==> src/design/wcfa_pkg.sv <==
// Shared types and constants for the wall contact force accumulator.
// Used by every module of the block; no dependencies of its own.
`timescale 1ns / 1ps

package wcfa_pkg;

  localparam int FRAC_BITS_DEF = 16;

  localparam int COEF_W     = 31;
  localparam int POS_W      = 32;
  localparam int RADIUS_W   = 31;
  localparam int VEL_W      = 32;
  localparam int OUT_W      = 32;
  localparam int TOT_W      = 48;
  localparam int CFG_IDX_W  = 3;
  localparam int CFG_DATA_W = 32;

  // Gap to a wall spans about three times the 32-bit range, so 35 signed bits
  // hold it exactly and 34 bits hold its magnitude.
  localparam int GAP_W    = 35;
  localparam int MAG_W    = 34;
  localparam int MAG_LO_W = 32;

  localparam int NWALL       = 4;
  localparam int WALL_LEFT   = 0;
  localparam int WALL_RIGHT  = 1;
  localparam int WALL_UPPER  = 2;
  localparam int WALL_LOWER  = 3;

  localparam int Q_DEPTH     = 2;
  localparam int Q_PTR_W     = 1;
  localparam int Q_CNT_W     = 2;
  localparam int BACK_STAGES = 4;

  localparam logic [COEF_W-1:0] STIFF_RESET = COEF_W'(65536);

  localparam logic [OUT_W-1:0] OUT_MAX = {1'b0, {(OUT_W-1){1'b1}}};
  localparam logic [OUT_W-1:0] OUT_MIN = {1'b1, {(OUT_W-1){1'b0}}};
  localparam logic [TOT_W-1:0] TOT_MAX = {1'b0, {(TOT_W-1){1'b1}}};
  localparam logic [TOT_W-1:0] TOT_MIN = {1'b1, {(TOT_W-1){1'b0}}};

  typedef enum logic [CFG_IDX_W-1:0] {
    REG_STIFFNESS = 3'd0,
    REG_DAMPING   = 3'd1,
    REG_LEFT_POS  = 3'd2,
    REG_RIGHT_POS = 3'd3,
    REG_UPPER_POS = 3'd4,
    REG_LOWER_POS = 3'd5
  } cfg_reg_t;

  // One classified grain, handed from the front to the back through the queue.
  typedef struct packed {
    logic [NWALL-1:0]            contact;
    logic [NWALL-1:0][MAG_W-1:0] gap_mag;
    logic [NWALL-1:0]            vel_neg;
    logic [NWALL-1:0][VEL_W-1:0] vel_mag;
    logic                        last;
  } item_t;

endpackage

==> src/design/wcfa_front.sv <==
// Front end: accepts grains, forms the four wall gaps and normal velocities.
// Depends on wcfa_pkg.
`timescale 1ns / 1ps

module wcfa_front import wcfa_pkg::*; (
  input  logic                    clk,
  input  logic                    rst_n,
  input  logic                    in_valid,
  output logic                    in_ready,
  input  logic signed [POS_W-1:0] in_pos_x,
  input  logic signed [POS_W-1:0] in_pos_y,
  input  logic [RADIUS_W-1:0]     in_radius,
  input  logic signed [VEL_W-1:0] in_vel_x,
  input  logic signed [VEL_W-1:0] in_vel_y,
  input  logic                    in_final_grain,
  input  logic signed [POS_W-1:0] left_pos,
  input  logic signed [POS_W-1:0] right_pos,
  input  logic signed [POS_W-1:0] upper_pos,
  input  logic signed [POS_W-1:0] lower_pos,
  output logic                    q_valid,
  input  logic                    q_ready,
  output item_t                   q_item
);

  logic  valid_r, valid_nxt;
  item_t item_r, item_nxt;

  logic signed [GAP_W-1:0] px_e, py_e, r_e;
  logic signed [GAP_W-1:0] dn [NWALL];
  logic signed [GAP_W-1:0] dn_neg [NWALL];
  logic [VEL_W-1:0]        vx_mag, vy_mag;

  assign in_ready = !valid_r || q_ready;
  assign q_valid  = valid_r;
  assign q_item   = item_r;

  assign px_e = GAP_W'(in_pos_x);
  assign py_e = GAP_W'(in_pos_y);
  assign r_e  = $signed(GAP_W'(in_radius));

  always_comb begin
    dn[WALL_LEFT]  = px_e - r_e - GAP_W'(left_pos);
    dn[WALL_RIGHT] = GAP_W'(right_pos) - (px_e + r_e);
    dn[WALL_UPPER] = GAP_W'(upper_pos) - (py_e + r_e);
    dn[WALL_LOWER] = py_e - r_e - GAP_W'(lower_pos);
    for (int i = 0; i < NWALL; i++) begin
      dn_neg[i] = -dn[i];
    end
  end

  // A two's complement negate of the most negative value still gives its magnitude.
  assign vx_mag = in_vel_x[VEL_W-1] ? VEL_W'(-in_vel_x) : in_vel_x;
  assign vy_mag = in_vel_y[VEL_W-1] ? VEL_W'(-in_vel_y) : in_vel_y;

  always_comb begin
    item_nxt = item_r;
    if (in_valid && in_ready) begin
      for (int i = 0; i < NWALL; i++) begin
        item_nxt.contact[i] = dn[i][GAP_W-1];
        item_nxt.gap_mag[i] = dn_neg[i][MAG_W-1:0];
      end
      // Right and upper walls see the velocity with its sign flipped.
      item_nxt.vel_neg[WALL_LEFT]  = in_vel_x[VEL_W-1];
      item_nxt.vel_neg[WALL_RIGHT] = (in_vel_x != '0) && !in_vel_x[VEL_W-1];
      item_nxt.vel_neg[WALL_UPPER] = (in_vel_y != '0) && !in_vel_y[VEL_W-1];
      item_nxt.vel_neg[WALL_LOWER] = in_vel_y[VEL_W-1];
      item_nxt.vel_mag[WALL_LEFT]  = vx_mag;
      item_nxt.vel_mag[WALL_RIGHT] = vx_mag;
      item_nxt.vel_mag[WALL_UPPER] = vy_mag;
      item_nxt.vel_mag[WALL_LOWER] = vy_mag;
      item_nxt.last                = in_final_grain;
    end
  end

  always_comb begin
    valid_nxt = valid_r;
    if (in_valid && in_ready) begin
      valid_nxt = 1'b1;
    end else if (q_ready) begin
      valid_nxt = 1'b0;
    end
  end

  always_ff @(posedge clk) begin
    if (!rst_n) begin
      valid_r <= 1'b0;
    end else begin
      valid_r <= valid_nxt;
    end
  end

  always_ff @(posedge clk) begin
    item_r <= item_nxt;
  end

endmodule

==> config.mk <==
export PLATFORM = sky130hd
export DESIGN_NAME = wcfa_front
export DESIGN_NICKNAME = d
export VERILOG_FILES = /design/src/design/wcfa_pkg.sv /design/src/design/wcfa_front.sv
export SDC_FILE = /design/constraint.sdc
export NUM_CORES = 1
export LEC_CHECK = 0
export ABC_AREA = 1
export BUFFER_PORTS_ARGS = -buffer_cell sky130_fd_sc_hd__buf_4
export CORE_MARGIN = 2
export CORE_UTILIZATION = 55
export DETAILED_ROUTE_END_ITERATION = 8
export PLACE_DENSITY = 0.87
export SETUP_SLACK_MARGIN = 0.1
export SLEW_MARGIN = 10
export SYNTH_ARGS = -nofsm -noshare
export SYNTH_HDL_FRONTEND = slang
export SYNTH_SLANG_ARGS = --single-unit
==> constraint.sdc <==
create_clock -name clk -period 38.1 [get_ports clk]
set_input_delay 7.62 -clock clk [delete_from_list [all_inputs] [get_ports clk]]
set_output_delay 7.62 -clock clk [all_outputs]
set_load 0.1 [all_outputs]
Word-level counts from Yosys, hierarchy flattened --
Index checks and enable logic that the tools add are counted. W data, S select, Z words.
Cells by class: bitwise operators 0, div/mod/pow operators 0, order comparisons 0, add/sub/neg operators 14, shift operators 0, reductions and logical operators 10, muxes and demuxes 4, $mul 0, equal/unequal tests 0
Operators with widths (count):
- $neg A34 Y34 | 4
- $sub A32 B33 Y34 | 2
- $sub A33 B32 Y34 | 2
- $add A32 B32 Y33 | 2
- $sub A32 B32 Y33 | 2
- $neg A32 Y32 | 2
- $reduce_bool A32 Y1 | 2
- $mux W31 | 2
- $logic_and A1 B1 Y1 | 3
- $logic_not A1 Y1 | 3
- $mux W1 | 2
- $reduce_bool A2 Y1 | 1
- $logic_or A1 B1 Y1 | 1
Storage, ports and cells: output and inout port bits 275, memory bits (read-only) 0, flip-flop bits (word level) 210, bits in latches 0, RAM bits 0, logic and storage cells 40, memories 0

Logic depth before layout (Yosys ltp) --
depth after elaboration 4, gate-level depth with buffers 24, depth with buffers taken out 24

Least setup slack after synthesis --
OpenSTA, ideal clock, no wires.
path kind input to register, start point input in_valid, end point register item_r, in the netlist q_item[0], enable pin, cell stages on the path 2, required time 37.255 ns, setup slack 19.567 ns, arrival time 17.688 ns, cell sequence inv_1 > a21oi_1
On the way: cells in the longest elaborated chain, start to end 1
Ends and longest elaborated chain:
- start, declared | line wcfa_front.sv:8 | input logic in_valid,
- $logic_and A1 B1 Y1 | line wcfa_front.sv:57 | if (in_valid && in_ready) begin
- end signal, assigned | line wcfa_front.sv:93 | item_r <= item_nxt;
- end, declared | line wcfa_front.sv:26 | item_t item_r, item_nxt;
No other way between the ends. A chain may end at the register's enable or synchronous reset.

Worst setup path in the final report --
start point input q_ready, end point output in_ready
On the way: cells in the longest elaborated chain, start to end 1
Ends and longest elaborated chain:
- start, declared | line wcfa_front.sv:21 | input logic q_ready,
- $logic_or A1 B1 Y1 | line wcfa_front.sv:33 | assign in_ready = !valid_r || q_ready;
- end, declared | line wcfa_front.sv:9 | output logic in_ready,
No other way between the ends.

==> impl_metrics.env <==
export IMPL_run_status="finished, final reports clean"
export IMPL_finalCriticalPeriod_ns=15.77
export IMPL_num_fill_cells=4326
export IMPL_firstDrtPassIters=6
export IMPL_cts_hold_buf=0
export IMPL_portBuffers=566
export IMPL_synthCells=4040
export IMPL_fp_dieW_um=222.5
export IMPL_clk_latency_ns=0.55
export IMPL_antenna_found_initial=5
export IMPL_ys_warn_count=0
export IMPL_cp_required_ns=30.48
export IMPL_fin_hold_ws_ns=0.5968
export IMPL_clock_tree_root_cell="clkbuf_16"
export IMPL_grt_max_degree=66
export IMPL_dieArea_um2=49520
export IMPL_cts_tree="built"
export IMPL_synth_area_leader_cell="edfxtp_1"
export IMPL_drc_errors=0
export IMPL_ant_nets=0
export IMPL_cp_max_fo=2
export IMPL_holdPathEnd="q_valid"
export IMPL_die_height_um=222.5
export IMPL_startpoint="q_ready"
export IMPL_synth_top_family_by_area="simple AND/OR/NAND/NOR gates"
export IMPL_synthXorXnorAreaFrac_pct=5.521
export IMPL_fin_tns_setup_ns=0
export IMPL_synth_simple_area_share_pct=36.40
export IMPL_cap_violations=0
export IMPL_r2r_start="q_valid"
export IMPL_synth_nets=4606
export IMPL_synth_edf_count=209
export IMPL_areaGrowthSynthToFinish_pct=20.06
export IMPL_synth_area_um2=26270
export IMPL_ctsResizeCount=0
export IMPL_hp_start="q_valid"
export IMPL_rows=80
export IMPL_relSlewSlack_pct=30.37
export IMPL_final_seq_area_um2=6296
export IMPL_cts_made_buffers=23
export IMPL_dpl_hpwl_um=86900
export IMPL_cts_setup_buffers=0
export IMPL_num_io_pins=567
export IMPL_synthAdderAreaFrac_pct=16.60
export IMPL_tightest_slew_ns=1.042
export IMPL_finalCritPeriodShare_pct=41.40
export IMPL_synth_flop_cell="edfxtp_1"
export IMPL_crit_type="input pin to primary output"
export IMPL_post_drt_wl_per_cell_um=19.10
export IMPL_fmax_mhz=63.40
export IMPL_synth_compound_area_share_pct=2.620
export IMPL_initial_core_util_pct=55.36
export IMPL_r2r_end="q_item[264]"
export IMPL_yosysSeqAreaShare_pct=23.97
export IMPL_endpoint_kind="primary output"
export IMPL_vias=27220
export IMPL_drtIter0Drc=2722
export IMPL_final_nets=5131
export IMPL_place_congestion=1.028
export IMPL_clkSlewWorstSetupHoldPaths_ns=0.06
export IMPL_synth_most_common_cell="nand2_1"
export IMPL_synth_top_cell_area_share_pct=23.89
export IMPL_synth_area_top_cells="edfxtp_1, nand2_1, inv_1, fa_1, ha_1"
export IMPL_syn_avg_cell_area_um2=6.502
export IMPL_clockBufferDepth=3
export IMPL_cts_sinks=210
export IMPL_grt_pass1_wl_um=147900
export IMPL_htree_levels=1
export IMPL_wirelength_um=99350
export IMPL_p_leak_nw=17.59
export IMPL_vdd_drop_max_uv=46.89
export IMPL_hold_path_class="register to register"
export IMPL_yosysUniqueCellTypes=42
export IMPL_async_reset_ff_share_pct=0
export IMPL_grt_ovfl_total=0
export IMPL_setup_viol=0
export IMPL_coreArea_um2=47450
export IMPL_rsz0062_at_grt="no"
export IMPL_grt_usage_pct=39.55
export IMPL_hold_viol_final=0
export IMPL_multi_input_area_um2=16070
export IMPL_ys_ff_latch=210
export IMPL_drt_vias_per_instance=5.232
export IMPL_cp_start_kind="input pin"
export IMPL_ff2ff_setup_slack_ns=35.03
export IMPL_drive_above_1_share_pct=14.95
export IMPL_min_path_cells=2
export IMPL_grt_pass1_vias=25810
export IMPL_slew_violations=0
export IMPL_synth_mux_area_share_pct=0
export IMPL_cp_arrival_ns=8.15
export IMPL_ys_top_cells_by_count="nand2_1, inv_1, nor2_1"
export IMPL_powerDensity_nw_per_um2=51.50
export IMPL_reg2reg_depth=3
export IMPL_skew_ns=0.008200
cell usage in the layout (no fill, tap or decap), types with 5 or more instances in the layout:
cell / n
a21oi_1: 68
nand3b_1: 29
ha_1: 150
clkbuf_16: 23
clkbuf_1: 6
inv_2: 10
xor2_1: 106
nand4_1: 57
o21bai_1: 11
diode_2: 6
nor2_1: 377
xnor2_1: 54
buf_4: 569
nor2_2: 16
nand3_1: 234
o21ai_0: 19
edfxtp_1: 209
nand2_2: 25
nor2_4: 13
nor3_1: 35
o21ai_1: 6
nand2_1: 1468
inv_1: 898
and2_1: 16
nand3_2: 13
clkinv_2: 5
fa_1: 124
a21o_1: 5
worst max path at each step:
stage | endpoint | slack, ns | cells past startpoint
floorplan | q_item[0] | 19.57 | 2
global placement | in_ready | 22.34 | 4
detailed placement | in_ready | 22.32 | 4
CTS | in_ready | 22.32 | 4
global route | in_ready | 22.29 | 4
finish | in_ready | 22.33 | 4
critical path: stages:
cell     delay, ns
buf_4         0.11
inv_1         0.10
nand2_1       0.09
buf_4         0.24
per-stage QoR:
stage               util, %  setup slack, ns  std cells  area (um^2)  total power (W)
floorplan                 -            19.57       4040        26270         0.001129
global placement      64.96            22.34       5155        30820         0.001379
detailed placement    64.96            22.32       5155        30820         0.001389
CTS                   66.43            22.32       5196        31520         0.001612
global route          66.46            22.29       5201        31530         0.001718
finish                66.47            22.33       5202        31540         0.001624
state kept, by name (all words and copies together) (netlist names):
name,count
q_item,209
q_valid,1
per-layer routing:
metal / global-route usage, % / wire, um / up-vias
met2: 63.22 / 43560 / 1420
li1: - / - / 13240
met3: 6.718 / 9721 / 236
met5: 0 / 0 / -
met1: 51.18 / 39880 / 12320
met4: 21.67 / 6193 / 0
where the power goes:
group | total, W | switching (W) | internal (W)
sequential | 0.000330 | 0.0000146 | 0.000315
combinational | 0.00108 | 0.000805 | 0.000271
clock | 0.000217 | 0.0000961 | 0.000121
total | 0.00162 | 0.000916 | 0.000708
layout make-up:
| type | instances | area share, % |
|---|---|---|
| inverters | 909 | 10.82 |
| diodes | 6 | 0.04761 |
| clock inverters | 10 | 0.2381 |
| well taps | 615 | 2.440 |
| flip-flops and latches | 210 | 19.97 |
| clock buffers | 31 | 1.984 |
| multi-input cells | 2852 | 50.96 |
| repair buffers | 569 | 13.55 |
logic make-up after synthesis:
family / Yosys count
and+or+nand+nor: 2293
buffers and inverters: 978
adders and majority gates: 274
DFF: 210
xor gates and xnor gates: 163
AOI/OAI and AO/OA: 122
Power figures use the tool's default switching activity.
