### src/design/wcfa_pkg.sv
// Shared types and constants for the wall contact force accumulator.
// Used by every module of the block; no dependencies of its own.
`timescale 1ns / 1ps

package wcfa_pkg;

  localparam int FRAC_BITS_DEF = 16;

  localparam int COEF_W     = 31;
  localparam int POS_W      = 32;
  localparam int RADIUS_W   = 31;
  localparam int VEL_W      = 32;
  localparam int OUT_W      = 32;
  localparam int TOT_W      = 48;
  localparam int CFG_IDX_W  = 3;
  localparam int CFG_DATA_W = 32;

  // Gap to a wall spans about three times the 32-bit range, so 35 signed bits
  // hold it exactly and 34 bits hold its magnitude.
  localparam int GAP_W    = 35;
  localparam int MAG_W    = 34;
  localparam int MAG_LO_W = 32;

  localparam int NWALL       = 4;
  localparam int WALL_LEFT   = 0;
  localparam int WALL_RIGHT  = 1;
  localparam int WALL_UPPER  = 2;
  localparam int WALL_LOWER  = 3;

  localparam int Q_DEPTH     = 2;
  localparam int Q_PTR_W     = 1;
  localparam int Q_CNT_W     = 2;
  localparam int BACK_STAGES = 4;

  localparam logic [COEF_W-1:0] STIFF_RESET = COEF_W'(65536);

  localparam logic [OUT_W-1:0] OUT_MAX = {1'b0, {(OUT_W-1){1'b1}}};
  localparam logic [OUT_W-1:0] OUT_MIN = {1'b1, {(OUT_W-1){1'b0}}};
  localparam logic [TOT_W-1:0] TOT_MAX = {1'b0, {(TOT_W-1){1'b1}}};
  localparam logic [TOT_W-1:0] TOT_MIN = {1'b1, {(TOT_W-1){1'b0}}};

  typedef enum logic [CFG_IDX_W-1:0] {
    REG_STIFFNESS = 3'd0,
    REG_DAMPING   = 3'd1,
    REG_LEFT_POS  = 3'd2,
    REG_RIGHT_POS = 3'd3,
    REG_UPPER_POS = 3'd4,
    REG_LOWER_POS = 3'd5
  } cfg_reg_t;

  // One classified grain, handed from the front to the back through the queue.
  typedef struct packed {
    logic [NWALL-1:0]            contact;
    logic [NWALL-1:0][MAG_W-1:0] gap_mag;
    logic [NWALL-1:0]            vel_neg;
    logic [NWALL-1:0][VEL_W-1:0] vel_mag;
    logic                        last;
  } item_t;

endpackage

### src/design/wcfa_queue.sv
// Two-entry queue between the front end and the force pipeline.
// Depends on wcfa_pkg for the item type and depth.
`timescale 1ns / 1ps

module wcfa_queue import wcfa_pkg::*; (
  input  logic  clk,
  input  logic  rst_n,
  input  logic  push_valid,
  output logic  push_ready,
  input  item_t push_item,
  output logic  pop_valid,
  input  logic  pop_ready,
  output item_t pop_item
);

  item_t               entry_r [Q_DEPTH];
  logic [Q_PTR_W-1:0]  wr_ptr_r, wr_ptr_nxt;
  logic [Q_PTR_W-1:0]  rd_ptr_r, rd_ptr_nxt;
  logic [Q_CNT_W-1:0]  count_r, count_nxt;
  logic                push, pop;

  assign push_ready = (count_r != Q_CNT_W'(Q_DEPTH));
  assign pop_valid  = (count_r != '0);
  assign pop_item   = entry_r[rd_ptr_r];
  assign push       = push_valid && push_ready;
  assign pop        = pop_valid && pop_ready;

  always_comb begin
    wr_ptr_nxt = wr_ptr_r;
    rd_ptr_nxt = rd_ptr_r;
    count_nxt  = count_r;
    if (push) begin
      wr_ptr_nxt = (wr_ptr_r == Q_PTR_W'(Q_DEPTH - 1)) ? '0 : wr_ptr_r + 1'b1;
    end
    if (pop) begin
      rd_ptr_nxt = (rd_ptr_r == Q_PTR_W'(Q_DEPTH - 1)) ? '0 : rd_ptr_r + 1'b1;
    end
    if (push && !pop) begin
      count_nxt = count_r + 1'b1;
    end else if (pop && !push) begin
      count_nxt = count_r - 1'b1;
    end
  end

  always_ff @(posedge clk) begin
    if (!rst_n) begin
      wr_ptr_r <= '0;
      rd_ptr_r <= '0;
      count_r  <= '0;
    end else begin
      wr_ptr_r <= wr_ptr_nxt;
      rd_ptr_r <= rd_ptr_nxt;
      count_r  <= count_nxt;
    end
  end

  always_ff @(posedge clk) begin
    if (push) begin
      entry_r[wr_ptr_r] <= push_item;
    end
  end

endmodule

### config.mk
export PLATFORM = sky130hd
export DESIGN_NAME = wcfa_queue
export DESIGN_NICKNAME = d
export VERILOG_FILES = /design/src/design/wcfa_pkg.sv /design/src/design/wcfa_queue.sv
export SDC_FILE = /design/constraint.sdc
export NUM_CORES = 1
export LEC_CHECK = 0
export BUFFER_PORTS_ARGS = -buffer_cell sky130_fd_sc_hd__buf_2
export CAP_MARGIN = 10
export CORE_MARGIN = 2
export CORE_UTILIZATION = 40
export CTS_CLUSTER_SIZE = 14
export DETAILED_ROUTE_END_ITERATION = 12
export PLACE_DENSITY_LB_ADDON = 0.12
export SETUP_SLACK_MARGIN = 0.5
export SLEW_MARGIN = 20
export SYNTH_ARGS = -nofsm -noshare
export SYNTH_HDL_FRONTEND = slang
export SYNTH_SLANG_ARGS = --single-unit
export TNS_END_PERCENT = 5
### constraint.sdc
create_clock -name clk -period 8.8 [get_ports clk]
set_clock_uncertainty 0.1 [all_clocks]
set_input_delay 0.44 -clock clk [delete_from_list [all_inputs] [get_ports clk]]
set_output_delay 0.44 -clock clk [all_outputs]
set_load 0.02 [all_outputs]
Word-level counts from Yosys, hierarchy flattened
Memories as Yosys holds them, arrays and structs flattened. A register that Yosys moved wholly into a read port is not among the register bits.
Cells that the tools add are included.
{"block": "word_totals", "input_bits": 277, "reg_bits": 4, "output_inout_bits": 275, "mem_bits_rw": 546, "n_memories": 1}
{"memory": "entry_r", "depth": 2, "word_bits": 273, "read_ports": 1, "rd_clocked_by_memory_dff": 1, "wr": 1, "line_no": "wcfa_queue.sv:16", "text": "item_t entry_r [Q_DEPTH];"}
{"block": "classes", "n_reduce_logical": 8, "eq_ne": 1, "addsub": 4, "muxes": 8}
{"cell": "2-to-1 mux 1 bit", "count": 6}
{"cell": "logical AND 1 bit", "count": 4}
{"cell": "2-to-1 mux 2 bit", "count": 2}
{"cell": "nonzero test 2 bit", "count": 2}
{"cell": "adder 1 bit (second input constant)", "count": 2}
{"cell": "adder 2 x 1 -> 2 bit (second input constant)", "count": 1}
{"cell": "logical NOT 1 bit", "count": 2}
{"cell": "!= test 2 bit (second input constant)", "count": 1}
{"cell": "subtractor 2 x 1 -> 2 bit (second input constant)", "count": 1}

Logic depth before layout (Yosys ltp)
Gate-level depths: netlist (run 1).
{"block": "depth", "ltp_word": 6, "ltp_mapped": 6, "ltp_nobuf": 6}

Worst setup path before layout (run 1)
OpenSTA, ideal clock, no wires.
{"block": "synth_path", "kind": "flip-flop to flip-flop", "start": "register count_r[0]", "end": "memory entry_r[1][0] (netlist name) (enable)", "arrival_ns": 6.870, "period_less_slack_ns": 7.640, "slack_ns": 1.160, "required_time_ns": 8.030, "n_path_buf": 0, "setup_ns": 0.670, "stages_incl_launch_ff": 3, "path_cell_list": "dfxtp_1 > nand2b_4 > and3_1"}
{"block": "synth_via", "elab_chain_cells": 4}
{"item": "start, declared", "line_no": "wcfa_queue.sv:19", "text": "logic [Q_CNT_W-1:0] count_r, count_nxt;"}
{"item": "start signal, assigned", "line_no": "wcfa_queue.sv:53", "text": "count_r <= count_nxt;"}
{"item": "!= test 2 bit", "line_no": "wcfa_queue.sv:22", "text": "assign push_ready = (count_r != Q_CNT_W'(Q_DEPTH));"}
{"item": "net push_ready", "line_no": "wcfa_queue.sv:9", "text": "output logic push_ready,"}
{"item": "logical AND 1 bit", "line_no": "wcfa_queue.sv:25", "text": "assign push = push_valid && push_ready;"}
{"item": "2-to-1 mux 1 bit", "line_no": "wcfa_queue.sv:58", "text": "if (push) begin"}
{"item": "2-to-1 mux 1 bit (not written as such)", "line_no": "wcfa_queue.sv:59", "text": "entry_r[wr_ptr_r] <= push_item;"}
{"item": "end, declared", "line_no": "wcfa_queue.sv:16"}
The timed path passes the listed nets, and every way through them passes these cells.

==> results of run 1 <==
logic make-up (layout without fill, tap and decap cells):
logic type                 count (synthesis)  in the layout  synth area share, %
DFF                                      551            551                 82.3
adders and majority gates                  1              1               0.0624
and+or+nand+nor                            9              9                0.325
muxes                                    273            273                 15.3
AOI/OAI and AO/OA                          5              5                0.175
other                                      0              3                    0
xor gates and xnor gates                   3              3                0.131
buffers and inverters                     31            936                 1.70
cell usage after synthesis:
cell,count
edfxtp_1,546
mux2_2,273
buf_6,30
dfxtp_1,5
and2_1,4
xnor2_1,2
a21bo_2,1
a21boi_0,1
a21boi_1,1
and3_1,1
ha_1,1
inv_1,1
nand2b_4,1
nand3b_1,1
o21ai_0,1
o21ai_1,1
or2_2,1
or3_1,1
xor2_1,1
power groups by stage:
stage / combinational (W) / clock, W / sequential (W)
final: 0.00211 / 0.00224 / 0.00337
after floorplan: 0.00142 / 0 / 0.00348
after detailed placement: 0.00202 / 0 / 0.00343
after global routing: 0.00224 / 0.00241 / 0.00340
after CTS: 0.00214 / 0.00231 / 0.00338
after global placement: 0.00202 / 0 / 0.00343
repair_timing:
action	4_1_cts	5_1_grt
endpoints found under the setup margin	0	0
hold buffers	274	0
hold endpoints to repair	551	0
state kept, by name (all words and copies together) (netlist names), named ones only:
signal    count
count_r       2
entry_r     546
wr_ptr_r      1
rd_ptr_r      1
area by class of cell:
class,instances,share of cell area (%)
Antenna cell,3,0.0269
Clock buffer,71,5.45
Clock inverter,31,0.771
Inverter,1,0.0403
Multi-Input combinational cell,291,11.5
Sequential cell,551,59.1
Tap cell,672,3.01
Timing Repair Buffer,833,20.1
worst max-delay path by stage:
stage	start	end	cells past startpoint
final	register	pop_item[10]	4
after global routing	register	pop_item[14]	4
after CTS	register	pop_item[10]	4
after detailed placement	register	pop_item[10]	4
after global placement	register	pop_item[200]	4
after floorplan	count_r[0]	entry_r[1][0]	2
worst register-to-register path, delay by kind of cell, from the launching register on:
| kind | cells | cell delay (ns) |
|---|---|---|
| buffers and inverters | 2 | 1.30 |
| DFF | 1 | 0.41 |
| and+or+nand+nor | 2 | 0.38 |
per-stage QoR:
step | std cells | area [um^2] | util (%) | total power (W)
after floorplan | 873 | 20100 | - | 0.00490
after global placement | 2073 | 23400 | 46.9 | 0.00545
after detailed placement | 2073 | 23400 | 46.9 | 0.00545
after CTS | 2449 | 27900 | 55.9 | 0.00782
after global routing | 2452 | 27900 | 56.0 | 0.00806
final | 2453 | 27900 | 56.0 | 0.00772
layer usage:
layer  up-vias  wire [um]
met1      5593      20400
met2       414      23100
met4         4       1410
li1       5221          -
met5         -         28
met3        81       3820
layout by cell type, fill, tap and decap left out, types with 3 or more instances in the layout:
master and n:
buf_2 551, edfxtp_1 546, dlygate4sd3_1 274, mux2_2 273, clkbuf_16 59, clkinv_2 17, clkbuf_1 12, clkinv_1 7
buf_4 5, and2_1 4, dfxtp_1 4, diode_2 3
==> results.py, run 1 <==
metrics = {
    "power": {
        "p_int_w": 0.00540,
        "vdd_ir_drop_max_v": 0.000207,
        "clkPwrFrac_pct": 29.0,
        "pwr-share-comb_pct": 27.3,
        "powerDensity_nw_per_um2": 277,
        "power.switching_w": 0.00233,
        "power_switching_share_pct": 30.1,
        "seq_power_share_pct": 43.7,
        "p_leak_nw": 10.4,
    },
    "cts": {
        "cts_buffers": 57,
        "path_clk_slew_ns": 0.06,
        "cts_tree": "done",
        "clock_sinks": 551,
        "ctsLongestPathBuffers": 3,
        "cts-resized-gates": 0,
        "htreeDepth": 2,
        "post_cts_buffers": 0,
        "cts-root-buf": "clkbuf_16",
        "worstSkewPairLatency_ns": 0.60,
    },
    "grt": {
        "met3_usage_pct": 6.08,
        "antenna_found_initial": 5,
        "grt_start_max_net_pins": 157,
        "gr-usage-all-layers_pct": 18.5,
        "gr-usage-met1_pct": 23.5,
        "grt-busiest-layer": "met2",
        "met2_usage_pct": 30.2,
        "grt_pass1_vias": 12300,
        "overflow": 0,
        "grt_first_pass_wirelength_um": 73300,
    },
    "cells_and_area": {
        "nets": 2013,
        "area_growth_syn_to_layout_pct": 39.2,
        "multiInputGateArea_um2": 3220,
        "drive_gt1_share_pct": 51.8,
        "seqCellArea_um2": 16500,
        "n_fill_cell": 4029,
    },
    "detailed_routing": {
        "viasPerCell": 4.61,
        "drtAntennaViolNets": 0,
        "drtIter0Drc": 550,
        "drc_errors": 0,
        "wl_per_cell_um": 19.9,
        "dr.pass1.iters": 4,
        "vias": 11300,
        "wl_um": 48700,
    },
    "worst_setup_path": {
        "crit_top_cell": "buf_4",
        "cp_num_buf_inv": 3,
        "cpLargestDelayFamily": "buffers and inverters",
        "path_cells": "buf_4 -> buf_4 -> mux2_2 -> buf_2",
        "criticalPathCategory": "reg2out",
        "crit_required_ns": 8.26,
        "setup.worst_path.start_class": "register",
        "reg2reg_to": "entry_r[0][64]",
        "critPathSlowestCell": "buf_4",
        "r2r_cells": 4,
        "end_kind": "output pin",
        "slowest_delay_ns": 0.84,
        "critPathMaxFanout": 75,
        "crit_arrival_ns": 3.42,
        "r2r_start": "count_r[0]",
        "worst-r2r-setup-slack_ns": 5.93,
    },
    "floorplanning": {
        "core_area_um2": 49900,
        "initial_core_util_pct": 40.2,
        "die_x_um": 228,
        "die-area_um2": 51900,
        "num_rows": 82,
        "pin_count": 552,
        "die_h_um": 228,
    },
    "sta": {
        "period_minus_slack_ns": 3.96,
        "max_freq_mhz": 253,
        "whs_ns": 0.0789,
        "report.final.slew_viol_count": 0,
        "tightest_slew_ns": 1.04,
        "rsz0062_at_grt": "no",
        "fin_crit_sh_pct": 45.0,
        "fin_tns_setup_ns": 0,
        "hold_viol_final": 0,
        "setup_viol": 0,
        "fin_ws_ns": 4.84,
        "relSlewSlack_pct": 30.4,
    },
    "synthesis": {
        "synth_top_area_cell": "edfxtp_1",
        "ys_warn_count": 0,
        "syn_area_per_cell_um2": 23.0,
        "syn-cell-area_um2": 20100,
        "syn-num-nets": 1151,
        "yosys.cell_types.count": 19,
        "netlist_instances": 873,
        "synth_top_area_share_pct": 81.8,
        "synth_seq_cells": 551,
        "ys_top_cells_by_area": "edfxtp_1, mux2_2, buf_6, dfxtp_1, and2_1",
        "synth-seq-area-share_pct": 82.3,
    },
    "placement": {
        "dpl.hpwl_um": 32200,
        "routabilityCongestion": 0.821,
        "port_buffers": 551,
        "pre_cts_slack_ns": 5.40,
    },
    "hold_path": {
        "hold_depth": 3,
        "min_path_type": "in2reg",
        "worstHoldStart": "push_valid",
        "min_to": "wr_ptr_r",
    },
    "flow_run": {
        "cap_violations": 0,
    },
    "outcome": {
        "status": "finished, final reports clean",
    },
}
Note: power is estimated with default switching activity, not from simulation.
==> inputs of run 2 (changes only) <==
Settings changed: ABC_AREA from default to 1.
Clock period 8.8 ns to 3.25 ns, I/O delays scaled along.
==> run 2 against run 1 <==
Clock power grew to 2.8 times the previous value. Sequential cell count stayed put. Power rose to 2.7 times the previous value. First-iteration DRC count is 5.3% lower. Combinational power rose to 2.6 times the previous value. Synthesized area increased by 0.30%. Global-route usage fell by 0.42 points. Clock-buffer cell count is 2 lower. Critical path type unchanged. Largest power group unchanged. Highest routed layer unchanged.
==> results.py, run 2 <==
metrics = {
    "outcome": {
        "status": "finished, final reports clean",
    },
    "floorplanning": {
        "initial_core_util_pct": 40.3,
        "num_rows": 82,
        "die_h_um": 228,
        "die_x_um": 228,
        "core_area_um2": 49900,
        "pin_count": 552,
        "die-area_um2": 52100,
    },
    "power": {
        "powerDensity_nw_per_um2": 739,
        "vdd_ir_drop_max_v": 0.000663,
        "p_leak_nw": 10.6,
    },
    "detailed_routing": {
        "drtAntennaViolNets": 0,
        "vias": 11500,
        "routedLengthMet1_um": 18500,
        "viasPerCell": 4.63,
        "maxUsedRoutingLayer": "met5",
        "routed-wl-met3_um": 3870,
        "drc_errors": 0,
        "wl_um": 48100,
        "wl_per_cell_um": 19.4,
        "dr.pass1.iters": 4,
        "drtIter0Drc": 521,
        "dr_wl_met2_um": 24500,
    },
    "worst_setup_path": {
        "critPathSlowestCell": "dfxtp_4",
        "end_kind": "output pin",
        "crit_arrival_ns": 2.36,
        "cpLargestDelayFamily": "buffers and inverters",
        "crit_required_ns": 2.99,
        "setup.worst_path.start_class": "register",
        "criticalPathCategory": "reg2out",
        "slowest_delay_ns": 0.58,
        "path_cells": "buf_12 -> buf_4 -> mux2_2 -> buf_2",
        "cp_num_buf_inv": 3,
        "critPathMaxFanout": 30,
    },
    "synthesis": {
        "syn-num-nets": 1164,
        "synth-compound-area-share_pct": 0.112,
        "synth-seq-area-share_pct": 82.0,
        "ys_top_cells_by_area": "edfxtp_1, mux2_2, clkbuf_8, dfxtp_1, buf_6",
        "ys.flop_type": "edfxtp_1",
        "synthMuxAreaShare_pct": 15.3,
        "synth_top_area_cell": "edfxtp_1",
        "async_reset_ff_share_pct": 0,
        "netlist_instances": 886,
        "synth_edf_count": 546,
        "synth_top_area_share_pct": 81.5,
        "synth_seq_cells": 551,
        "synthMostInstantiatedCell": "edfxtp_1",
        "synth_simple_gate_area_share_pct": 0.373,
        "syn_area_per_cell_um2": 22.7,
        "syn-cell-area_um2": 20100,
        "synth_top_family_by_area": "multiplexers",
        "yosys-top-cells-count": "edfxtp_1, mux2_2, clkbuf_8",
        "yosys.cell_types.count": 14,
        "synth_xor_area_share_pct": 0,
        "ys_warn_count": 0,
        "synth_fa_ha_area_share_pct": 0.0622,
    },
    "sta": {
        "hold_viol_final": 0,
        "relSlewSlack_pct": 46.8,
        "report.final.slew_viol_count": 0,
        "fin_crit_sh_pct": 80.8,
        "setup_viol": 0,
        "fin_ws_ns": 0.623,
        "max_freq_mhz": 381,
        "tightest_slew_ns": 0.798,
        "rsz0062_at_grt": "no",
        "period_minus_slack_ns": 2.63,
    },
    "cts": {
        "cts_buffers": 57,
        "ctsLongestPathBuffers": 3,
        "clock_sinks": 551,
        "post_cts_buffers": 0,
        "path_clk_slew_ns": 0.06,
        "worstSkewPairLatency_ns": 0.57,
        "cts-root-buf": "clkbuf_16",
        "cts-resized-gates": 0,
        "htreeDepth": 2,
        "cts_hold_buf": 276,
        "cts_tree": "done",
    },
    "placement": {
        "dp_cells": 2100,
        "dpl.hpwl_um": 32000,
        "routabilityCongestion": 0.831,
        "pre_cts_slack_ns": 1.20,
        "port_buffers": 551,
    },
    "cells_and_area": {
        "final_cell_mix": "buf_2, edfxtp_1, dlygate4sd3_1",
        "drive_gt1_share_pct": 51.4,
        "final_common_cell": "buf_2",
        "reg.largest.list": "entry_r: 546 flops, count_r: 2 flops",
        "largest_reg_flops": 546,
        "area_growth_syn_to_layout_pct": 40.0,
        "nets": 2041,
        "fin_cells": 2479,
        "regMostFlops": "entry_r",
    },
    "grt": {
        "antenna_found_initial": 2,
        "grt_start_max_net_pins": 118,
        "gr-usage-all-layers_pct": 18.1,
        "grt_first_pass_wirelength_um": 72000,
        "grt_pass1_vias": 12200,
        "overflow": 0,
    },
    "hold_path": {
        "min_path_type": "in2reg",
    },
    "flow_run": {
        "cap_violations": 0,
    },
}
==> run 2: cell types whose count changed in the layout (fill, tap and decap cells not counted), moves of 3 or more <==
cell / delta
and2_1: -4
buf_12: +9
clkinv_2: -6
nand2_1: +7
bufinv_16: +3
buf_4: +5
clkinv_1: +7
inv_1: +7
nor2_1: +6
==> run 2: power by group <==
part           switching, W  internal, W  total (W)
Clock               0.00257      0.00359    0.00617
Sequential         0.000226      0.00898    0.00920
Combinational       0.00329      0.00214    0.00543
==> run 2: layout make-up <==
class                   instances  area, um^2
multi-input cells             297        3210
clock inverters                33         283
fillers                      3992       21700
flip-flops and latches        551       16500
clock buffers                  69        1470
inverters                       8        30.0
diodes                          1        2.50
repair buffers                848        5820
well taps                     672         841
==> run 2: final timing paths <==
kind	startpoint	endpoint	slack, ns	depth (start not counted)
min reg2reg	rd_ptr_r	rd_ptr_r	0.41	2
min	push_item[177]	entry_r[0][177]	0.20	2
max reg2reg	count_r[0]	entry_r[0][111]	1.33	6
max	register	pop_item[14]	0.62	4
==> run 2: stage by stage <==
stage / total power [W] / instance area, um^2 / hold WS, ns / utilization [%] / TNS [ns]
final: 0.0208 / 28200 / 0.196 / 56.5 / 0
after global routing: 0.0217 / 28200 / 0.174 / 56.5 / 0
after CTS: 0.0211 / 28200 / 0.144 / 56.5 / 0
after detailed placement: 0.0146 / 23600 / 0.254 / 47.4 / 0
after global placement: 0.0146 / 23600 / 0.249 / 47.4 / 0
after floorplan: 0.0129 / 20100 / 0.161 / - / -1016.00
==> run 2: metal layers <==
| metal | global-route usage [%] | vias to the layer above |
|---|---|---|
| met2 | 31.4 | 392 |
| li1 | - | 5302 |
| met5 | 0 | - |
| met4 | 5.27 | 2 |
| met3 | 6.05 | 77 |
| met1 | 21.5 | 5698 |
==> run 2: logic make-up (layout without fill, tap and decap cells) <==
group / count (synthesis) / in the layout
AOI/OAI and AO/OA: 4 / 4
adders and majority gates: 1 / 1
buffers and inverters: 38 / 958
muxes: 273 / 273
DFF: 551 / 551
and+or+nand+nor: 19 / 19
other: 0 / 1
